===== src/sv/crtc_pkg.sv =====
// Types and constants shared by the CRT timing controller.
// Depends on nothing; used by crt_controller_timing_tick.
package crtc_pkg;

    localparam logic ACTION_TICK  = 1'b0;
    localparam logic ACTION_WRITE = 1'b1;

    localparam int unsigned NUM_TREGS = 16;

    // timing register numbers
    localparam logic [3:0] R_HTOTAL     = 4'd0;
    localparam logic [3:0] R_HDISP      = 4'd1;
    localparam logic [3:0] R_HSYNC_POS  = 4'd2;
    localparam logic [3:0] R_VTOTAL     = 4'd4;
    localparam logic [3:0] R_VADJUST    = 4'd5;
    localparam logic [3:0] R_VDISP      = 4'd6;
    localparam logic [3:0] R_VSYNC_POS  = 4'd7;
    localparam logic [3:0] R_INTERLACE  = 4'd8;
    localparam logic [3:0] R_MAX_RASTER = 4'd9;
    localparam logic [3:0] R_START_HI   = 4'd12;
    localparam logic [3:0] R_START_LO   = 4'd13;

    localparam logic [1:0] INTERLACE_SYNC_VIDEO = 2'b11;

    // configuration register indexes
    localparam logic [3:0] CFG_HSYNC_WIDTH = 4'd0;
    localparam logic [3:0] CFG_VSYNC_WIDTH = 4'd1;

    localparam logic [3:0] HSYNC_WIDTH_RESET = 4'd14;
    localparam logic [4:0] VSYNC_WIDTH_RESET = 5'd16;

    typedef struct packed {
        logic       action;
        logic [3:0] reg_select;
        logic [7:0] reg_value;
    } in_item_t;

    typedef struct packed {
        logic        h_display;
        logic        hsync;
        logic        v_display;
        logic        vsync;
        logic        hsync_rise;
        logic        hsync_fall;
        logic [13:0] mem_address;
        logic [4:0]  raster_address;
        logic [7:0]  char_count;
        logic [6:0]  row_count;
        logic        odd_field;
    } out_item_t;

    typedef struct packed {
        logic hdisp;
        logic hsync;
        logic vdisp;
        logic vsync;
        logic adjust_phase;
        logic addr_from_start;
        logic odd_field;
        logic v_guard;
        logic h_guard;
    } ctl_t;

    localparam ctl_t CTL_RESET = '{
        hdisp: 1'b0, hsync: 1'b0, vdisp: 1'b0, vsync: 1'b0,
        adjust_phase: 1'b0, addr_from_start: 1'b0, odd_field: 1'b0,
        v_guard: 1'b1, h_guard: 1'b1
    };

endpackage


===== src/sv/crt_controller_timing_tick.sv =====
// CRT timing controller (6845 type 2 style): one character clock per tick item.
// Depends on crtc_pkg.
//
// Use:
//   in_*   : items of type crtc_pkg::in_item_t. action = tick advances all counters by one
//            character clock; action = write stores reg_value in timing register reg_select.
//   out_*  : one crtc_pkg::out_item_t per input item, in order, showing the state after it.
//   cfg_*  : register 0 = hsync width (4 bits), 1 = vsync width (5 bits); other indexes are
//            ignored. Always ready; write only while the block is idle.
// Throughput: one item per cycle unless the output stalls; each result is registered on out_*.
// The character tick update is one pass of logic between
//   the input register and the state/result registers, so item n+1 sees the state item n left.
// Reset: timing registers and all counters clear, display and sync flip-flops off, sync
//   widths 14 and 16.
// Stall: the result register holds while out_ready is low; one further item waits in the
//   input register, after which in_ready drops.
module crt_controller_timing_tick
(
    input  logic               clk,
    input  logic               rst_n,
    input  logic               in_valid,
    output logic               in_ready,
    input  crtc_pkg::in_item_t in_data,
    output logic               out_valid,
    input  logic               out_ready,
    output crtc_pkg::out_item_t out_data,
    input  logic               cfg_valid,
    output logic               cfg_ready,
    input  logic [3:0]         cfg_index,
    input  logic [7:0]         cfg_data
);

    logic                s1_valid_reg;
    crtc_pkg::in_item_t  s1_item_reg;
    logic                out_valid_reg;
    crtc_pkg::out_item_t out_data_reg;
    logic                advance;

    logic [7:0]  tregs_reg [crtc_pkg::NUM_TREGS];
    logic [3:0]  hsync_width_reg;
    logic [4:0]  vsync_width_reg;

    logic [7:0]  char_reg, char_next;
    logic [4:0]  raster_reg, raster_next;
    logic [6:0]  row_reg, row_next;
    logic [4:0]  adjust_reg, adjust_next;
    logic [4:0]  vsc_reg, vsc_next;
    logic [4:0]  hsc_reg, hsc_next;
    logic [13:0] addr_reg, addr_next;
    logic [13:0] rsl_reg, rsl_next;
    crtc_pkg::ctl_t ctl_reg, ctl_next;
    crtc_pkg::out_item_t result;

    logic hd_set, hd_rst, hs_set, hs_rst, vd_set, vd_rst, vs_set, vs_rst;
    logic rise, fall, end_adjust, last_raster, il3;
    logic [7:0] r0, r1, r2, r4, r5, r6, r7, r9;
    logic [13:0] start_addr;

    assign r0 = tregs_reg[crtc_pkg::R_HTOTAL];
    assign r1 = tregs_reg[crtc_pkg::R_HDISP];
    assign r2 = tregs_reg[crtc_pkg::R_HSYNC_POS];
    assign r4 = tregs_reg[crtc_pkg::R_VTOTAL];
    assign r5 = tregs_reg[crtc_pkg::R_VADJUST];
    assign r6 = tregs_reg[crtc_pkg::R_VDISP];
    assign r7 = tregs_reg[crtc_pkg::R_VSYNC_POS];
    assign r9 = tregs_reg[crtc_pkg::R_MAX_RASTER];
    assign il3 = tregs_reg[crtc_pkg::R_INTERLACE][1:0] == crtc_pkg::INTERLACE_SYNC_VIDEO;
    assign start_addr = {tregs_reg[crtc_pkg::R_START_HI][5:0], tregs_reg[crtc_pkg::R_START_LO]};

    assign advance   = s1_valid_reg && (!out_valid_reg || out_ready);
    assign in_ready  = !s1_valid_reg || advance;
    assign out_valid = out_valid_reg;
    assign out_data  = out_data_reg;
    assign cfg_ready = 1'b1;

    // one character clock step, in the order the counters depend on each other
    always_comb
    begin
        char_next   = char_reg;
        raster_next = raster_reg;
        row_next    = row_reg;
        adjust_next = adjust_reg;
        vsc_next    = vsc_reg;
        hsc_next    = hsc_reg;
        addr_next   = addr_reg;
        rsl_next    = rsl_reg;
        ctl_next    = ctl_reg;
        hd_set = 1'b0; hd_rst = 1'b0; hs_set = 1'b0; hs_rst = 1'b0;
        vd_set = 1'b0; vd_rst = 1'b0; vs_set = 1'b0; vs_rst = 1'b0;
        rise = 1'b0; fall = 1'b0; end_adjust = 1'b0; last_raster = 1'b0;

        if (s1_item_reg.action == crtc_pkg::ACTION_TICK)
        begin
            if (char_next == r0)
            begin
                char_next = 8'd0;
            end
            else
            begin
                char_next = char_next + 8'd1;
                addr_next = addr_next + 14'd1;
            end

            if (ctl_reg.hsync)
            begin
                hsc_next = hsc_next + 5'd1;
            end

            if (char_next == 8'd0)
            begin
                if (ctl_reg.vsync)
                begin
                    vsc_next = vsc_next + 5'd1;
                    if (vsc_next == vsync_width_reg)
                    begin
                        vsc_next = 5'd0;
                        vs_rst   = 1'b1;
                    end
                end
                if (ctl_next.adjust_phase)
                begin
                    adjust_next = adjust_next + 5'd1;
                end

                last_raster = {3'b000, raster_next} == r9;
                if (last_raster
                    || (il3 && {2'b00, {1'b0, raster_next} + 6'd1} == r9))
                begin
                    raster_next = 5'd0;
                    if ({1'b0, row_next} == r4)
                    begin
                        ctl_next.adjust_phase = 1'b1;
                    end
                    row_next = row_next + 7'd1;
                end
                else
                begin
                    raster_next = raster_next + (il3 ? 5'd2 : 5'd1);
                end

                end_adjust = ctl_next.adjust_phase && ({3'b000, adjust_next} == r5);
                if ({3'b000, adjust_next} == r5)
                begin
                    adjust_next = 5'd0;
                end

                if (end_adjust)
                begin
                    ctl_next.addr_from_start = 1'b1;
                end
                else if (last_raster)
                begin
                    ctl_next.addr_from_start = 1'b0;
                end

                addr_next = ctl_next.addr_from_start ? start_addr : rsl_next;
            end

            if (char_next == r1 && {3'b000, raster_next} == r9)
            begin
                rsl_next = addr_next;
            end

            if (char_next == 8'd0)
            begin
                if (end_adjust)
                begin
                    raster_next = 5'd0;
                end
                if (ctl_next.addr_from_start)
                begin
                    ctl_next.adjust_phase = 1'b0;
                    vd_set                = 1'b1;
                    row_next              = 7'd0;
                    ctl_next.odd_field    = !ctl_next.odd_field;
                end
            end

            if ({1'b0, row_next} == r7)
            begin
                if (ctl_next.v_guard)
                begin
                    vs_set           = 1'b1;
                    ctl_next.v_guard = 1'b0;
                end
            end
            else
            begin
                ctl_next.v_guard = 1'b1;
            end

            if ({1'b0, row_next} == r6)
            begin
                vd_rst = 1'b1;
            end
            if (char_next == 8'd0)
            begin
                hd_set = 1'b1;
            end

            if (char_next == r2)
            begin
                if (ctl_next.h_guard)
                begin
                    ctl_next.h_guard = 1'b0;
                    rise             = 1'b1;
                    hs_set           = 1'b1;
                end
            end
            else
            begin
                ctl_next.h_guard = 1'b1;
            end

            if (hsc_next >= {1'b0, hsync_width_reg} && (ctl_reg.hsync || rise))
            begin
                fall     = 1'b1;
                hs_rst   = 1'b1;
                hsc_next = 5'd0;
            end

            if (char_next == r1)
            begin
                hd_rst = 1'b1;
            end

            // display enable: reset wins; the others hold when set and reset meet
            ctl_next.hdisp = hd_rst ? 1'b0 : (hd_set ? 1'b1 : ctl_reg.hdisp);
            if (hs_set != hs_rst)
            begin
                ctl_next.hsync = hs_set;
            end
            if (vd_set != vd_rst)
            begin
                ctl_next.vdisp = vd_set;
            end
            if (vs_set != vs_rst)
            begin
                ctl_next.vsync = vs_set;
            end
        end

        result.h_display      = ctl_next.hdisp;
        result.hsync          = ctl_next.hsync;
        result.v_display      = ctl_next.vdisp;
        result.vsync          = ctl_next.vsync;
        result.hsync_rise     = rise;
        result.hsync_fall     = fall;
        result.mem_address    = addr_next;
        result.raster_address = raster_next;
        result.char_count     = char_next;
        result.row_count      = row_next;
        result.odd_field      = ctl_next.odd_field;
    end

    always_ff @(posedge clk or negedge rst_n)
    begin
        if (!rst_n)
        begin
            s1_valid_reg  <= 1'b0;
            out_valid_reg <= 1'b0;
        end
        else
        begin
            if (in_ready)
            begin
                s1_valid_reg <= in_valid;
            end
            if (advance)
            begin
                out_valid_reg <= 1'b1;
            end
            else if (out_ready)
            begin
                out_valid_reg <= 1'b0;
            end
        end
    end

    always_ff @(posedge clk)
    begin
        if (in_ready && in_valid)
        begin
            s1_item_reg <= in_data;
        end
        if (advance)
        begin
            out_data_reg <= result;
        end
    end

    always_ff @(posedge clk or negedge rst_n)
    begin
        if (!rst_n)
        begin
            hsync_width_reg <= crtc_pkg::HSYNC_WIDTH_RESET;
            vsync_width_reg <= crtc_pkg::VSYNC_WIDTH_RESET;
        end
        else if (cfg_valid)
        begin
            if (cfg_index == crtc_pkg::CFG_HSYNC_WIDTH)
            begin
                hsync_width_reg <= cfg_data[3:0];
            end
            else if (cfg_index == crtc_pkg::CFG_VSYNC_WIDTH)
            begin
                vsync_width_reg <= cfg_data[4:0];
            end
        end
    end

    always_ff @(posedge clk or negedge rst_n)
    begin
        if (!rst_n)
        begin
            for (int i = 0; i < crtc_pkg::NUM_TREGS; i++)
            begin
                tregs_reg[i] <= 8'd0;
            end
            char_reg   <= 8'd0;
            raster_reg <= 5'd0;
            row_reg    <= 7'd0;
            adjust_reg <= 5'd0;
            vsc_reg    <= 5'd0;
            hsc_reg    <= 5'd0;
            addr_reg   <= 14'd0;
            rsl_reg    <= 14'd0;
            ctl_reg    <= crtc_pkg::CTL_RESET;
        end
        else if (advance)
        begin
            if (s1_item_reg.action == crtc_pkg::ACTION_WRITE)
            begin
                tregs_reg[s1_item_reg.reg_select] <= s1_item_reg.reg_value;
            end
            char_reg   <= char_next;
            raster_reg <= raster_next;
            row_reg    <= row_next;
            adjust_reg <= adjust_next;
            vsc_reg    <= vsc_next;
            hsc_reg    <= hsc_next;
            addr_reg   <= addr_next;
            rsl_reg    <= rsl_next;
            ctl_reg    <= ctl_next;
        end
    end

    a_write_no_pulse: assert property (@(posedge clk) disable iff (!rst_n)
        advance && s1_item_reg.action == crtc_pkg::ACTION_WRITE
        |=> !out_data.hsync_rise && !out_data.hsync_fall)
        else $error("hsync pulse on a register write item");

    a_rise_sets_sync: assert property (@(posedge clk) disable iff (!rst_n)
        out_valid && out_data.hsync_rise |-> out_data.hsync || out_data.hsync_fall)
        else $error("hsync rise without sync flip-flop set");

    a_ready_only_on_stall: assert property (@(posedge clk) disable iff (!rst_n)
        !in_ready |-> s1_valid_reg && out_valid && !out_ready)
        else $error("input stalled without a downstream stall");

    a_write_keeps_counters: assert property (@(posedge clk) disable iff (!rst_n)
        advance && s1_item_reg.action == crtc_pkg::ACTION_WRITE
        |=> $stable(char_reg) && $stable(addr_reg) && $stable(raster_reg))
        else $error("counters moved on a register write item");

endmodule

===== config.mk =====
export PLATFORM = sky130hd
export DESIGN_NAME = crt_controller_timing_tick
export DESIGN_NICKNAME = d
export VERILOG_FILES = /design/src/sv/crtc_pkg.sv /design/src/sv/crt_controller_timing_tick.sv
export SDC_FILE = /design/constraint.sdc
export NUM_CORES = 1
export LEC_CHECK = 0
export BUFFER_PORTS_ARGS = -buffer_cell sky130_fd_sc_hd__buf_2
export CORE_ASPECT_RATIO = 1.5
export CORE_UTILIZATION = 50
export CTS_CLUSTER_SIZE = 25
export DETAILED_ROUTE_END_ITERATION = 16
export GPL_TIMING_DRIVEN = 0
export PLACE_DENSITY = 0.67
export RECOVER_POWER = 50
export SYNTH_ARGS = -nofsm -noshare
export SYNTH_HDL_FRONTEND = slang
export SYNTH_SLANG_ARGS = --single-unit
export TNS_END_PERCENT = 50

===== constraint.sdc =====
create_clock -name clk -period 4.11 [get_ports clk]
set_input_delay 0.2055 -clock clk [delete_from_list [all_inputs] [get_ports clk]]
set_output_delay 0.2055 -clock clk [all_outputs]
set_load 0.03 [all_outputs]

==> run_results.csv <==
group,metric,value,unit
floorplan,dieHeight,186,um
layout,largest_reg_flops,41,
sta,setup_viol,0,
detailed_routing,avgViaCountPerCell,5.88,
pwr,power_density,631,nW/um^2
floorplan,die_x,125,um
layout,layout.nets,1256,
synthesis,yosysSeqAreaShare,0.507,
detailed_routing,firstDrtPassIters,5,
sta,slew-limit-headroom,-0.792,
global_routing,grt_max_degree,119,
worst_setup_path,worstSetupStartpoint,"char_reg[0]",
worst_setup_path,cpPeakStageDelay,0.60,ns
global_routing,grt_pass1_vias,8934,
cts,cts.reportedPaths.clkPinSlew,0.07,ns
min_path,worstHoldStart,"out_ready",
place,buffer_ports.inserted,69,
worst_setup_path,crit_required,4.56,ns
cts,cts_buffers,22,
floorplan,core,21900,um^2
pwr,totalPowerFinal,8.18,mW
synthesis,synthFlopType,"dfrtp_1",
detailed_routing,vias,8825,
synthesis,syn-instance-count,1092,
cts,clockBufferDepth,3,
sta,final_max_slew_viol_count,64,
floorplan,die-area,23100,um^2
sta,fin_crit,3.96,ns
cts,clock-sinks,217,
outcome,status,"finished with violations",
global_routing,grt_overflow,0,
worst_setup_path,r2r-start,"char_reg[0]",
place,place_congestion,0.923,
synthesis,syn_area,11300,um^2
synthesis,synth_seq_cells,217,
worst_setup_path,crit_arrival,4.41,ns
layout,area_growth,15.0,%
worst_setup_path,crit_top_cell,"or4_4",
worst_setup_path,crit_chain,"ha_1, buf_2, xnor2_1, nand4_1, a2111o_1, o21a_1, buf_6, or4_4, and2_4, a221oi_2, o2111ai_1, or4_4, mux2_2",
synthesis,synth_edf_count,54,
worst_setup_path,crit_buf_inv,2,
cts,root_buffer,"clkbuf_16",
worst_setup_path,crit_family,"simple AND/OR/NAND/NOR gates",
detailed_routing,drt_iter0_drc,579,
cts,clk_latency,0.52,ns
pwr,ir_drop,0.000386,V
place,place_inst,1438,
synthesis,synth_nets,1136,
global_routing,antenna_found_initial,0,
sta,finalCritPeriodShare,0.964,
global_routing,grt_pass1_wl,46800,um
sta,skew,0.0166,ns
cts,htreeDepth,1,
worst_setup_path,critPathLaunchType,"register",
worst_setup_path,cp_max_fo,10,
pwr,power.leakage,5.40,nW
detailed_routing,wire_per_inst,19.4,um
worst_setup_path,critPathSlowestCell,"or4_4",
layout,fin_cells,1500,
layout,nFillCells,1858,
global_routing,grtUsageTotal,0.257,
detailed_routing,drc_errors,0,
sta,fmax,0.252,GHz
cts,cts_tree,"done",
synthesis,ys_warn_count,0,
detailed_routing,ant_nets,0,
sta,tightest_slew,2.69,ns
place,dp_hpwl,20400,um
worst_setup_path,path_class,"register to register",
sta,hold_viol,0,
layout,antenna_cells,0,
synthesis,syn_avg_cell_area,10.3,um^2
worst_setup_path,end_kind,"register",
sta,tns,0,ns
flow_run,maxCapViolCount,2,
outcome,failed_checks,"capacitance limit, slew limit",
synthesis,synth_cell_type_count,78,
sta,rsz0062_at_grt,"true",
floorplan,row_count,66,
min_path,hold_path_class,"input port to register",
synthesis,synth-async-reset-ratio,0.751,
floorplan,pin_count,74,
detailed_routing,totalWireLength,29100,um
layout,drive_above_1_share,0.160,
floorplan,start_util,0.515,
==> routing by layer <==
layer,vias up,global-route usage,part of all wire
li1,4150,-,-
met1,4342,0.298,0.40
met2,248,0.471,0.51
met3,85,0.0310,0.045
met4,0,0.124,0.045
met5,-,0,0
==> kinds of logic (layout without fill, tap and decap cells) <==
group / count (synthesis) / after routing / synth area share
simple gates: 331 / 331 / 0.140
compound gates: 247 / 247 / 0.135
flops: 217 / 217 / 0.507
mux: 104 / 104 / 0.102
buf+inv: 93 / 229 / 0.0341
xor+xnor: 85 / 85 / 0.0661
fa+ha+maj: 14 / 14 / 0.0162
other cells: 1 / 1 / 0.000333
==> repair_timing <==
action,4_1_cts,5_1_grt
hold endpoints to repair,68,0
buffers inserted,1,0
hold buffers,21,0
setup endpoints to repair,16,31
resized for setup,3,18
==> worst register-to-register path, stage by stage (launching register included) <==
cell and delay (ns):
dfrtp_1 0.43, ha_1 0.23, buf_2 0.18, xnor2_1 0.14
nand4_1 0.11, a2111o_1 0.45, o21a_1 0.21, buf_6 0.15
or4_4 0.53, and2_4 0.18, a221oi_2 0.26, o2111ai_1 0.17
or4_4 0.60, mux2_2 0.28
==> worst paths after layout <==
check / depth (start not counted) / slack (ns) / to
max: 13 / 0.15 / ctl_reg[1]
min: 3 / 0.01 / out_valid
max reg2reg: 13 / 0.15 / ctl_reg[1]
min reg2reg: 1 / 0.50 / ctl_reg[2]
max in group asynchronous: 2 / 1.29 / raster_reg[1]
min in group asynchronous: 2 / 1.09 / vsync_width_reg[3]
==> metrics by stage <==
stage | utilization | hold slack (ns) | setup WS [ns] | instance area [um^2]
5_1_grt | 0.592 | 0.0309 | -0.00131 | 13000
4_1_cts | 0.593 | 0.00302 | 0.0673 | 13000
3_5_place_dp | 0.550 | 0.135 | -0.276 | 12000
3_3_place_gp | 0.546 | 0.382 | -0.866 | 12000
6_report | 0.592 | 0.0118 | 0.146 | 13000
2_1_floorplan | - | -0.0901 | 0.575 | 11300
==> cell usage in the layout (no fill, tap or decap), types with 18 or more instances in the layout <==
cell type / netlist / final
dfrtp_1: 157 / 156
nand2_1: 151 / 151
o21ai_0: 117 / 115
clkbuf_1: 40 / 89
mux2_2: 86 / 86
xnor2_1: 57 / 57
edfxtp_1: 54 / 54
a21oi_1: 47 / 47
nor2_1: 43 / 42
buf_2: 9 / 34
inv_1: 31 / 31
nand3_1: 28 / 28
xor2_1: 28 / 27
nor3_1: 25 / 25
clkbuf_16: 0 / 23
dlygate4sd3_1: 0 / 21
mux2i_1: 18 / 18
==> power breakdown <==
part | switching [mW] | total [mW] | internal (mW)
Combinational | 1.90 | 3.03 | 1.13
Sequential | 0.430 | 3.23 | 2.80
Clock | 0.823 | 1.92 | 1.10
Total | 3.15 | 8.18 | 5.03
==> synthesized netlist by cell type (all sizes together), types with 10 or more instances <==
library cell / instances / area, um^2
dfrtp: 157 / 3930
nand2: 151 / 567
o21ai: 118 / 591
mux2: 86 / 968
xnor2: 57 / 499
edfxtp: 54 / 1620
a21oi: 47 / 235
nor2: 43 / 161
clkbuf: 41 / 155
inv: 31 / 116
nand3: 28 / 140
xor2: 28 / 245
nor3: 25 / 125
buf: 20 / 109
mux2i: 18 / 180
ha: 13 / 163
nand4: 13 / 81.3
nand2b: 12 / 75.1
nor4: 11 / 75.1
and2: 10 / 65.1
o31ai: 10 / 75.1
==> final cells by class <==
class                   count  area [um^2]  area share
plain buffers              61          274      0.0211
clock buffers              35          661      0.0510
clock inverters             5         27.5     0.00212
inverters                  32          120     0.00927
multi-input cells         782         5240       0.405
flip-flops and latches    217         5710       0.441
well taps                 272          340      0.0263
repair buffers             96          584      0.0451
Power figures use the tool's default switching activity.
